==> config.mk <==
export PLATFORM = sky130hd
export DESIGN_NAME = bms_can_monitor_unit
export DESIGN_NICKNAME = d
export VERILOG_FILES = /design/src/design/bmscm_pkg.sv /design/src/design/bmscm_div.sv /design/src/design/bmscm_datapath.sv /design/src/design/bmscm_ctrl.sv /design/src/design/bms_can_monitor_unit.sv
export SDC_FILE = /design/constraint.sdc
export NUM_CORES = 1
export LEC_CHECK = 0
export ABC_AREA = 1
export BUFFER_PORTS_ARGS = -buffer_cell sky130_fd_sc_hd__clkbuf_2
export CAP_MARGIN = 5
export CORE_MARGIN = 4
export CORE_UTILIZATION = 29
export DETAILED_ROUTE_END_ITERATION = 10
export GPL_TIMING_DRIVEN = 0
export PLACE_DENSITY = 0.51
export SETUP_SLACK_MARGIN = 0.15
export SYNTH_ARGS = -nofsm -noshare
export SYNTH_HDL_FRONTEND = slang
export SYNTH_SLANG_ARGS = --single-unit
==> constraint.sdc <==
create_clock -name clk -period 9 [get_ports clk]
set_input_delay 0.45 -clock clk [delete_from_list [all_inputs] [get_ports clk]]
set_output_delay 0.45 -clock clk [all_outputs]
set_load 0.005 [all_outputs]
==> src/design/bmscm_pkg.sv <==
// Shared types and constants for the battery-monitor CAN block.
`default_nettype none
package bmscm_pkg;
  localparam logic [28:0] ID_MIN_CELL  = 29'h301;
  localparam logic [28:0] ID_TIMEOUT   = 29'h305;
  localparam logic [28:0] ID_POLL_306  = 29'h306;
  localparam logic [28:0] ID_PROTECT   = 29'h307;
  localparam logic [28:0] ID_POLL_308  = 29'h308;
  localparam logic [28:0] ID_QUERY     = 29'h380;
  localparam logic [28:0] ID_CHG_REQ   = 29'h1806E5F4;
  localparam logic [28:0] ID_CHARGER   = 29'h18FF50E5;
  localparam logic [15:0] PID_LOW_RED  = 16'h0008;
  localparam logic [15:0] PID_UV       = 16'h0004;
  localparam logic [16:0] UNCONSTRAINED_DA = 17'd99980;
  localparam logic [15:0] CHG_BLOCK_MASK = 16'hC81A;
  localparam logic [15:0] DIS_BLOCK_MASK = 16'h2005;
  localparam logic [8:0]  CELL_OFFSET  = 9'd200;

  typedef enum logic [1:0] {
    QP_FIRST  = 2'd0,
    QP_SECOND = 2'd1,
    QP_DONE   = 2'd2,
    QP_SPARE  = 2'd3
  } qphase_t;

  typedef enum logic [3:0] {
    ST_IDLE, ST_UPDATE, ST_DIV, ST_EMIT, ST_HOLD
  } state_t;

  typedef enum logic [2:0] {
    SL_FRAME, SL_P301, SL_P305, SL_P306, SL_P307, SL_P308, SL_QUERY, SL_CHARGER
  } slot_t;

  // controller -> datapath
  typedef struct packed {
    logic   update;     // apply the request to state
    logic   div_start;
    logic   load_out;   // capture a result into the output register
    slot_t  slot;
    logic   out_last;
  } dp_cmd_t;

  // datapath -> controller
  typedef struct packed {
    logic div_done;
    logic is_tick;
    logic send_query;
    logic send_charger;
  } dp_sts_t;
endpackage
`default_nettype wire

==> src/design/bmscm_div.sv <==
// Restoring divider for the reduction level, one quotient bit per cycle.
`default_nettype none
module bmscm_div (
  input  wire logic        clk,
  input  wire logic        rst_n,
  input  wire logic        start,
  input  wire logic [18:0] dividend,
  input  wire logic [9:0]  divisor,
  output logic             done,
  output logic [18:0]      quotient
);
  logic [18:0] q_r, q_nxt;
  logic [10:0] rem_r, rem_nxt;
  logic [4:0]  cnt_r, cnt_nxt;
  logic        busy_r, busy_nxt;
  logic [10:0] trial;

  always_comb begin
    q_nxt    = q_r;
    rem_nxt  = rem_r;
    cnt_nxt  = cnt_r;
    busy_nxt = busy_r;
    trial    = {rem_r[9:0], q_r[18]};
    if (start) begin
      q_nxt    = dividend;
      rem_nxt  = '0;
      cnt_nxt  = 5'd19;
      busy_nxt = 1'b1;
    end else if (busy_r) begin
      if (trial >= {1'b0, divisor}) begin
        rem_nxt = trial - {1'b0, divisor};
        q_nxt   = {q_r[17:0], 1'b1};
      end else begin
        rem_nxt = trial;
        q_nxt   = {q_r[17:0], 1'b0};
      end
      cnt_nxt = cnt_r - 5'd1;
      if (cnt_r == 5'd1) busy_nxt = 1'b0;
    end
  end

  always_ff @(posedge clk) begin
    if (!rst_n) begin
      busy_r <= 1'b0;
      cnt_r  <= '0;
    end else begin
      busy_r <= busy_nxt;
      cnt_r  <= cnt_nxt;
    end
    q_r   <= q_nxt;
    rem_r <= rem_nxt;
  end

  assign done     = busy_r && (cnt_r == 5'd1);
  assign quotient = q_nxt;
endmodule
`default_nettype wire

==> src/design/bmscm_datapath.sv <==
// State registers, frame decode, tick update, status and result formatting.
`default_nettype none
module bmscm_datapath #(
  parameter int STOP_DEBOUNCE_TICKS  = 50,
  parameter int QUERY_PERIOD_TICKS   = 5,
  parameter int CHARGER_PERIOD_TICKS = 10
) (
  input  wire logic              clk,
  input  wire logic              rst_n,
  input  wire logic              cfg_wr_en,
  input  wire logic [7:0]        cfg_wr_data,
  input  wire logic              in_fire,
  input  wire logic [127:0]      in_tdata,
  input  wire bmscm_pkg::dp_cmd_t cmd,
  output bmscm_pkg::dp_sts_t     sts,
  output logic [144:0]           res_data
);
  localparam logic [5:0] STOP_MAX = 6'(STOP_DEBOUNCE_TICKS);
  localparam logic [2:0] QPER     = 3'(QUERY_PERIOD_TICKS);
  localparam logic [3:0] CPER     = 4'(CHARGER_PERIOD_TICKS);

  // request capture
  logic         act_r;
  logic [28:0]  fid_r;
  logic [63:0]  fdat_r;
  logic         cmode_r;
  logic [15:0]  vbus_r;
  logic [15:0]  ichg_r;

  logic [7:0]  tsec_r;
  logic [11:0] tcount_r, tcount_nxt;
  logic [8:0]  mincell_r, mincell_nxt;
  logic [15:0] prot_r, prot_nxt;
  logic [7:0]  redb_r, redb_nxt;
  logic [15:0] reqcur_r, reqcur_nxt;
  logic        stopreq_r, stopreq_nxt;
  logic        link_r, link_nxt;
  bmscm_pkg::qphase_t qph_r, qph_nxt;
  logic [8:0]  lowth_r, lowth_nxt, uvth_r, uvth_nxt;
  logic [2:0]  qtick_r, qtick_nxt;
  logic [3:0]  ctick_r, ctick_nxt;
  logic [5:0]  deb_r, deb_nxt;
  logic        cperm_r, cperm_nxt;
  logic        sendq_r, sendq_nxt, sendc_r, sendc_nxt;
  logic        qfirst_r, qfirst_nxt;
  logic [10:0] level_r;

  logic [15:0] pid;
  logic        chg_ok_pre, valid_now, chg_ok_now, dis_ok_now;
  logic [16:0] maxchg;
  logic [2:0]  qt_inc;
  logic [3:0]  ct_inc;
  logic [15:0] cur;
  logic [9:0]  band;
  logic [18:0] dividend, quot;
  logic        div_done;
  logic        use_div;
  logic [10:0] lvl_fixed, lvl_div, lvl;

  assign pid        = {fdat_r[7:0], fdat_r[15:8]};
  // charge check sees the timeout after this tick's decrement
  assign chg_ok_pre = (tcount_r > 12'd1) &&
                      ((prot_r & bmscm_pkg::CHG_BLOCK_MASK) == 16'd0);
  assign qt_inc     = qtick_r + 3'd1;
  assign ct_inc     = ctick_r + 4'd1;

  always_comb begin
    tcount_nxt = tcount_r;  mincell_nxt = mincell_r; prot_nxt = prot_r;
    redb_nxt = redb_r;      reqcur_nxt = reqcur_r;   stopreq_nxt = stopreq_r;
    link_nxt = link_r;      qph_nxt = qph_r;         lowth_nxt = lowth_r;
    uvth_nxt = uvth_r;      qtick_nxt = qtick_r;     ctick_nxt = ctick_r;
    deb_nxt = deb_r;        cperm_nxt = cperm_r;
    sendq_nxt = sendq_r;    sendc_nxt = sendc_r;     qfirst_nxt = qfirst_r;
    if (cmd.update) begin
      sendq_nxt = 1'b0;
      sendc_nxt = 1'b0;
      if (act_r) begin
        if (tcount_r != 12'd0) tcount_nxt = tcount_r - 12'd1;
        if (!chg_ok_pre || stopreq_r) begin
          if (deb_r < STOP_MAX) deb_nxt = deb_r + 6'd1;
          if (deb_nxt >= STOP_MAX) cperm_nxt = 1'b0;
        end else begin
          deb_nxt   = '0;
          cperm_nxt = 1'b1;
        end
        if (qph_r == bmscm_pkg::QP_FIRST || qph_r == bmscm_pkg::QP_SECOND) begin
          qtick_nxt = qt_inc;
          if (qt_inc >= QPER) begin
            qtick_nxt  = '0;
            sendq_nxt  = 1'b1;
            qfirst_nxt = (qph_r == bmscm_pkg::QP_FIRST);
          end
        end
        if (cmode_r) begin
          ctick_nxt = ct_inc;
          if (ct_inc >= CPER) begin
            ctick_nxt = '0;
            sendc_nxt = 1'b1;
          end
        end else begin
          ctick_nxt   = '0;
          stopreq_nxt = 1'b0;
          deb_nxt     = '0;
          cperm_nxt   = 1'b1;
        end
      end else begin
        case (fid_r)
          bmscm_pkg::ID_MIN_CELL: mincell_nxt = {1'b0, fdat_r[7:0]} + bmscm_pkg::CELL_OFFSET;
          bmscm_pkg::ID_TIMEOUT:  tcount_nxt = {4'd0, tsec_r} * 12'd10;
          bmscm_pkg::ID_PROTECT: begin
            prot_nxt = fdat_r[15:0];
            redb_nxt = fdat_r[39:32];
          end
          bmscm_pkg::ID_CHG_REQ: begin
            reqcur_nxt  = {fdat_r[23:16], fdat_r[31:24]};
            stopreq_nxt = fdat_r[32];
            link_nxt    = 1'b1;
          end
          bmscm_pkg::ID_QUERY: begin
            if (pid == bmscm_pkg::PID_LOW_RED && qph_r == bmscm_pkg::QP_FIRST) begin
              lowth_nxt = {1'b0, fdat_r[55:48]} + bmscm_pkg::CELL_OFFSET;
              qph_nxt   = bmscm_pkg::QP_SECOND;
            end else if (pid == bmscm_pkg::PID_UV && qph_r == bmscm_pkg::QP_SECOND) begin
              uvth_nxt = {1'b0, fdat_r[55:48]} + bmscm_pkg::CELL_OFFSET;
              qph_nxt  = bmscm_pkg::QP_DONE;
            end
          end
          default: ;
        endcase
      end
    end
  end

  always_ff @(posedge clk) begin
    if (!rst_n) begin
      tsec_r <= 8'd5;    tcount_r <= '0;  mincell_r <= bmscm_pkg::CELL_OFFSET;
      prot_r <= '0;      redb_r <= '0;    reqcur_r <= '0;  stopreq_r <= 1'b0;
      link_r <= 1'b0;    qph_r <= bmscm_pkg::QP_FIRST;
      lowth_r <= '0;     uvth_r <= '0;    qtick_r <= '0;   ctick_r <= '0;
      deb_r <= '0;       cperm_r <= 1'b1; sendq_r <= 1'b0; sendc_r <= 1'b0;
      qfirst_r <= 1'b0;
    end else begin
      if (cfg_wr_en) tsec_r <= cfg_wr_data;
      tcount_r <= tcount_nxt;  mincell_r <= mincell_nxt; prot_r <= prot_nxt;
      redb_r <= redb_nxt;      reqcur_r <= reqcur_nxt;   stopreq_r <= stopreq_nxt;
      link_r <= link_nxt;      qph_r <= qph_nxt;         lowth_r <= lowth_nxt;
      uvth_r <= uvth_nxt;      qtick_r <= qtick_nxt;     ctick_r <= ctick_nxt;
      deb_r <= deb_nxt;        cperm_r <= cperm_nxt;
      sendq_r <= sendq_nxt;    sendc_r <= sendc_nxt;     qfirst_r <= qfirst_nxt;
    end
    if (in_fire) begin
      act_r   <= in_tdata[0];
      fid_r   <= in_tdata[29:1];
      fdat_r  <= in_tdata[93:30];
      cmode_r <= in_tdata[94];
      vbus_r  <= in_tdata[110:95];
      ichg_r  <= in_tdata[126:111];
    end
  end

  // reduction level, launched after the state update
  assign valid_now = tcount_r != 12'd0;
  assign band      = {1'b0, lowth_r} - {1'b0, uvth_r};
  assign dividend  = (mincell_r > uvth_r) ? {(mincell_r - uvth_r), 10'd0} : 19'd0;
  assign use_div   = redb_r[0] && lowth_r != 9'd0 && uvth_r != 9'd0 && lowth_r > uvth_r;

  bmscm_div u_div (
    .clk(clk), .rst_n(rst_n), .start(cmd.div_start),
    .dividend(dividend), .divisor(band), .done(div_done), .quotient(quot)
  );

  always_comb begin
    lvl_fixed = 11'd1024;
    if (redb_r[0] && (lowth_r == 9'd0 || uvth_r == 9'd0)) lvl_fixed = 11'd512;
    if (redb_r[1] && lvl_fixed > 11'd768) lvl_fixed = 11'd768;
    if (redb_r[2] || redb_r[5]) lvl_fixed = 11'd512;
    lvl_div = (quot > 19'd1024) ? 11'd1024 : quot[10:0];
    lvl = lvl_fixed;
    if (use_div && lvl_div < lvl) lvl = lvl_div;
    if (!valid_now || redb_r == 8'd0) lvl = 11'd1024;
  end

  always_ff @(posedge clk) begin
    if (div_done) level_r <= lvl;
  end

  assign chg_ok_now = valid_now && ((prot_r & bmscm_pkg::CHG_BLOCK_MASK) == 16'd0);
  assign dis_ok_now = valid_now && ((prot_r & bmscm_pkg::DIS_BLOCK_MASK) == 16'd0);
  assign maxchg = !cperm_r ? 17'd0 :
                  (!link_r || reqcur_r == 16'd0) ? bmscm_pkg::UNCONSTRAINED_DA :
                  {1'b0, reqcur_r};
  assign cur = (ichg_r == 16'd0 || ichg_r[15]) ? 16'd0 : ichg_r;

  assign sts.div_done     = div_done;
  assign sts.is_tick      = act_r;
  assign sts.send_query   = sendq_r;
  assign sts.send_charger = sendc_r;

  always_comb begin
    logic        txv;
    logic [28:0] txid;
    logic [3:0]  txlen;
    logic [63:0] txd;
    txv = 1'b1; txlen = 4'd0; txd = '0; txid = '0;
    case (cmd.slot)
      bmscm_pkg::SL_FRAME: txv = 1'b0;
      bmscm_pkg::SL_P301:  txid = bmscm_pkg::ID_MIN_CELL;
      bmscm_pkg::SL_P305:  txid = bmscm_pkg::ID_TIMEOUT;
      bmscm_pkg::SL_P306:  txid = bmscm_pkg::ID_POLL_306;
      bmscm_pkg::SL_P307:  txid = bmscm_pkg::ID_PROTECT;
      bmscm_pkg::SL_P308:  txid = bmscm_pkg::ID_POLL_308;
      bmscm_pkg::SL_QUERY: begin
        txid  = bmscm_pkg::ID_QUERY;
        txlen = 4'd3;
        txd   = qfirst_r ? 64'h010800 : 64'h010400;
      end
      bmscm_pkg::SL_CHARGER: begin
        txid  = bmscm_pkg::ID_CHARGER;
        txlen = 4'd8;
        txd   = {32'd0, cur[7:0], cur[15:8], vbus_r[7:0], vbus_r[15:8]};
      end
      default: txv = 1'b0;
    endcase
    res_data = {(valid_now ? mincell_r : 9'd0), deb_r, level_r, maxchg,
                dis_ok_now, chg_ok_now, valid_now, cmd.out_last,
                txd, txlen, txid, txv};
  end
endmodule
`default_nettype wire

==> src/design/bmscm_ctrl.sv <==
// Sequencer: update, divide, then walk the result slots through the output register.
`default_nettype none
module bmscm_ctrl (
  input  wire logic              clk,
  input  wire logic              rst_n,
  input  wire logic              in_fire,
  input  wire logic              out_free,
  input  wire bmscm_pkg::dp_sts_t sts,
  output bmscm_pkg::dp_cmd_t     cmd,
  output logic                   in_ready
);
  bmscm_pkg::state_t state_r, state_nxt;
  bmscm_pkg::slot_t  slot_r, slot_nxt;
  logic              is_last;

  always_comb begin
    is_last = 1'b1;
    case (slot_r)
      bmscm_pkg::SL_FRAME:   is_last = 1'b1;
      bmscm_pkg::SL_P308:    is_last = !sts.send_query && !sts.send_charger;
      bmscm_pkg::SL_QUERY:   is_last = !sts.send_charger;
      bmscm_pkg::SL_CHARGER: is_last = 1'b1;
      default:               is_last = 1'b0;
    endcase
  end

  always_comb begin
    state_nxt = state_r;
    slot_nxt  = slot_r;
    case (state_r)
      bmscm_pkg::ST_IDLE:   if (in_fire) state_nxt = bmscm_pkg::ST_UPDATE;
      bmscm_pkg::ST_UPDATE: state_nxt = bmscm_pkg::ST_HOLD;
      bmscm_pkg::ST_HOLD: begin
        state_nxt = bmscm_pkg::ST_DIV;
      end
      bmscm_pkg::ST_DIV: if (sts.div_done) begin
        state_nxt = bmscm_pkg::ST_EMIT;
        slot_nxt  = sts.is_tick ? bmscm_pkg::SL_P301 : bmscm_pkg::SL_FRAME;
      end
      bmscm_pkg::ST_EMIT: if (out_free) begin
        if (is_last) state_nxt = bmscm_pkg::ST_IDLE;
        else if (slot_r == bmscm_pkg::SL_P308)
          slot_nxt = sts.send_query ? bmscm_pkg::SL_QUERY : bmscm_pkg::SL_CHARGER;
        else if (slot_r == bmscm_pkg::SL_QUERY) slot_nxt = bmscm_pkg::SL_CHARGER;
        else slot_nxt = bmscm_pkg::slot_t'(slot_r + 3'd1);
      end
      default: state_nxt = bmscm_pkg::ST_IDLE;
    endcase
  end

  always_comb begin
    cmd.update    = (state_r == bmscm_pkg::ST_UPDATE);
    cmd.div_start = (state_r == bmscm_pkg::ST_HOLD);
    cmd.load_out  = (state_r == bmscm_pkg::ST_EMIT) && out_free;
    cmd.slot      = slot_r;
    cmd.out_last  = is_last;
    in_ready      = (state_r == bmscm_pkg::ST_IDLE);
  end

  always_ff @(posedge clk) begin
    if (!rst_n) begin
      state_r <= bmscm_pkg::ST_IDLE;
      slot_r  <= bmscm_pkg::SL_FRAME;
    end else begin
      state_r <= state_nxt;
      slot_r  <= slot_nxt;
    end
  end
endmodule
`default_nettype wire

==> src/design/bms_can_monitor_unit.sv <==
// Top level of the battery-monitor CAN block.
`default_nettype none
// A request is a received CAN frame or a 100 ms tick. Frames yield one status
// result; ticks yield five poll frames plus an optional query frame and an
// optional charger frame. One request at a time: it is accepted, then passes
// the update state, the divider launch state and restoring division for the
// reduction level; results then leave one per cycle while the output is free.
// The output register holds a result until it is taken; the next result is
// loaded in the cycle the current one leaves.
module bms_can_monitor_unit #(
  parameter int STOP_DEBOUNCE_TICKS  = 50,
  parameter int QUERY_PERIOD_TICKS   = 5,
  parameter int CHARGER_PERIOD_TICKS = 10
) (
  input  wire logic         clk,
  input  wire logic         rst_n,
  input  wire logic         cfg_wr_en,
  input  wire logic [7:0]   cfg_wr_data,  // timeout_seconds
  input  wire logic         in_tvalid,
  output logic              in_tready,
  // action, frame_id, frame_data, charge_mode, bus_voltage_dv, charge_current_dv
  input  wire logic [127:0] in_tdata,
  output logic              out_tvalid,
  input  wire logic         out_tready,
  // tx_valid, tx_id, tx_length, tx_data, data_valid, charge_allowed,
  // discharge_allowed, max_charge_current_da, reduction_level, stop_count,
  // min_cell_voltage_cv
  output logic [143:0]      out_tdata,
  output logic              out_tlast
);
  bmscm_pkg::dp_cmd_t cmd;
  bmscm_pkg::dp_sts_t sts;
  logic [144:0] res;
  logic in_fire, out_free;
  logic vld_r;
  logic [144:0] dat_r;

  assign in_fire  = in_tvalid && in_tready;
  assign out_free = !vld_r || out_tready;

  bmscm_ctrl u_ctrl (
    .clk(clk), .rst_n(rst_n), .in_fire(in_fire), .out_free(out_free),
    .sts(sts), .cmd(cmd), .in_ready(in_tready)
  );

  bmscm_datapath #(
    .STOP_DEBOUNCE_TICKS(STOP_DEBOUNCE_TICKS),
    .QUERY_PERIOD_TICKS(QUERY_PERIOD_TICKS),
    .CHARGER_PERIOD_TICKS(CHARGER_PERIOD_TICKS)
  ) u_dp (
    .clk(clk), .rst_n(rst_n), .cfg_wr_en(cfg_wr_en), .cfg_wr_data(cfg_wr_data),
    .in_fire(in_fire), .in_tdata(in_tdata), .cmd(cmd), .sts(sts), .res_data(res)
  );

  always_ff @(posedge clk) begin
    if (!rst_n) vld_r <= 1'b0;
    else if (cmd.load_out) vld_r <= 1'b1;
    else if (out_tready) vld_r <= 1'b0;
    if (cmd.load_out) dat_r <= res;
  end

  assign out_tvalid = vld_r;
  assign out_tlast  = dat_r[98];
  assign out_tdata  = {dat_r[144:99], dat_r[97:0]};
endmodule
`default_nettype wire

==> metrics.cfg <==
[routing]
viasPerCell=4.44
routed.top_layer=met4
antenna_left=0
wl_per_cell_um=15.0
drt-total-wl_um=39900
m1WireLength_um=17400
drt_pass1_iterations=4
drtIter0Drc=639
met3_length_um=2140
met2_wirelength_um=19500
drc=0
routed-via-count=11800

[setup_path]
cpLargestDelayFamily=simple AND/OR/NAND/NOR gates
worst-path-buf-inv=1
critPathKind=register to register
critPathRequiredTime_ps=9270
worst_ep_arrival_time_ps=5570
slowest_stage=nor2_1
crit_fanout=8
cp_slowest_stage_delay_ps=460
crit_top_cell=nand2_1
end_kind=register
critPathLaunchType=register

[logic_synthesis]
synth_edf_count=211
synth.distinct_cells=58
yosysSeqAreaShare=0.582
netlist_area_um2=15800
synth.avg_cell_area_um2=9.78
ys_seq_elements=354
yosys_warnings=0
synth_ff_type=edfxtp_1
synthCells=1616
async_reset_ff_frac=0

[global_route]
antenna_found_initial=0
grt_pass1_vias=11500
grt_use_total=0.134
grt_max_degree=38
grt_pass1_wl_um=61900
gr-total-overflow=0

[floorplan]
dieHeight_um=241
die_width_um=241
core_area_um2=53900
start_util=0.293
die_area_um2=58300
rows=85
ios=288

[timing]
final.period_utilization=0.589
fmax_mhz=189
whs_ps=56.1
finalCriticalPeriod_ps=5300
finClkSkew_ps=19.2
rsz0062_at_grt=false
setup_violations=0
slew_viol_final=0
setup_tns_ps=0
relSlewSlack=0.256
tightest_slew_ps=1110
final-hold-violation-count=0

[outcome]
status=finished, final reports clean

[job]
maxCapViolCount=0

[cts]
cts_hold_buf=0
cts_buffers=41
clock-sinks=354
clkTransAtPathRegs_ps=60
clockBufferDepth=3
postCtsSetupBuffers=0
cts.htree.levels=2
clock-root-buffer=clkbuf_16
cts_tree=built
clkLatencyLatePin_ps=560
ctsResizeCount=0

[pwr]
power.leakage_uw=0.00851
power.density_nw_per_um2=279
ir_drop_mv=0.158

[place]
hpwl_um=30700
dp_cells=2587
io_buffer_count=228
place.gp.congestion=0.862

[layout]
layout-drive-gt1-share=0.205
nNetsFinal=2138
fin_cells=2663
utilization=0.362
syn2layout_area_growth_pct=23.4

[worst_hold_path]
worst_hold_path_type=primary input to register

## Yosys cell counts (3+ instances only)
cell type	number	area share
nand2_1	234	0.056
nor2_1	215	0.051
edfxtp_1	211	0.40
inv_1	208	0.049
dfxtp_1	143	0.18
a21oi_1	81	0.026
o21ai_0	81	0.026
ha_1	59	0.047
buf_4	57	0.027
nand3_1	57	0.018
nor3_1	39	0.012
a211oi_1	29	0.014
clkbuf_1	29	0.0069
nor4_1	20	0.0079
xor2_1	18	0.010
nand4_1	13	0.0051
xnor2_1	12	0.0066
a31oi_1	11	0.0044
a22oi_1	9	0.0043
nor2_2	6	0.0024
o211ai_1	5	0.0024
o22ai_1	5	0.0020
a32o_1	4	0.0025
buf_2	4	0.0013
buf_6	4	0.0028
fa_1	4	0.0051
inv_2	4	0.00095
nand2_2	4	0.0016
nand3_2	4	0.0025
nand3b_1	4	0.0019
or2_2	4	0.0016
and3_1	3	0.0012
## final cells by class
class                      count  area (um2)
clock inverter                22         248
tap                          696         871
clock buffer                  53        1130
sequential                   354        9200
timing repair buffer         234        1280
multi-input combinational    994        5360
antenna                        1        2.50
buffer                        94         602
inverter                     215         812
fill                        5389       34400
## cells in the final DEF, fill, tap and decap left out, types with 6 or more instances in the layout
cell type	instances
clkbuf_8	6
clkbuf_2	228
nor2_1	213
edfxtp_1	211
ha_1	59
a211oi_1	29
inv_1	208
dfxtp_1	143
o21ai_0	81
nand2_1	234
xor2_1	18
nor4_1	20
a31oi_1	11
nor3_1	39
a21oi_1	81
nand4_1	13
a22oi_1	9
clkbuf_16	41
xnor2_1	12
clkbuf_1	34
nor2_2	6
buf_4	57
nand3_1	57
conb_1	42
## routing by layer
metal,vias up,global-route usage
met1,5515,0.172
met3,51,0.0307
li1,5998,-
met2,260,0.229
met5,-,0
met4,0,0.0358
## cells by family after synthesis
| logic type | after synthesis | share of synthesized area |
|---|---|---|
| muxes | 1 | 0.000712 |
| buffers and inverters | 309 | 0.0895 |
| and+or+nand+nor | 615 | 0.169 |
| AOI/OAI and AO/OA | 243 | 0.0901 |
| adders and majority gates | 63 | 0.0518 |
| other | 1 | 0.000237 |
| DFF | 354 | 0.582 |
| xor gates and xnor gates | 30 | 0.0166 |
## worst paths after layout
check | startpoint | end | slack [ps] | depth (start not counted)
min reg2reg | u_dp.level_r[1] | dat_r[120] | 420 | 0
max reg2reg | u_dp.uvth_r[1] | u_dp.level_r[10] | 3700 | 31
min | in_tdata[124] | u_dp.ichg_r[13] | 60 | 1
max | u_dp.uvth_r[1] | u_dp.level_r[10] | 3700 | 31
## sequential cells by signal (all words and copies together) (netlist names), 4 cells and up
register,count
dat_r,89
u_dp.ctick_r,4
u_dp.deb_r,6
u_dp.fdat_r,48
u_dp.fid_r,29
u_dp.ichg_r,16
u_dp.level_r,11
u_dp.lowth_r,9
u_dp.mincell_r,9
u_dp.prot_r,9
u_dp.redb_r,8
u_dp.reqcur_r,16
u_dp.tcount_r,12
u_dp.tsec_r,8
u_dp.u_div.cnt_r,5
u_dp.u_div.q_r,19
u_dp.u_div.rem_r,10
u_dp.uvth_r,9
u_dp.vbus_r,16
## power by group
group | internal (uW) | leakage (uW) | switching (uW)
Clock | 1010 | 0.000665 | 677
Combinational | 517 | 0.00472 | 1010
Sequential | 2080 | 0.00313 | 145
Total | 3610 | 0.00851 | 1830
## per-stage QoR
step | total power, uW | setup WS (ps) | instance area, um2
final | 5440 | 3700 | 19500
after global routing | 5810 | 3200 | 19500
after CTS | 5520 | 3720 | 19500
after detailed placement | 3790 | 3740 | 18100
after global placement | 3790 | 268 | 18000
after floorplan | 3290 | 3100 | 16000
No activity file was read; power rests on OpenSTA's default activity.
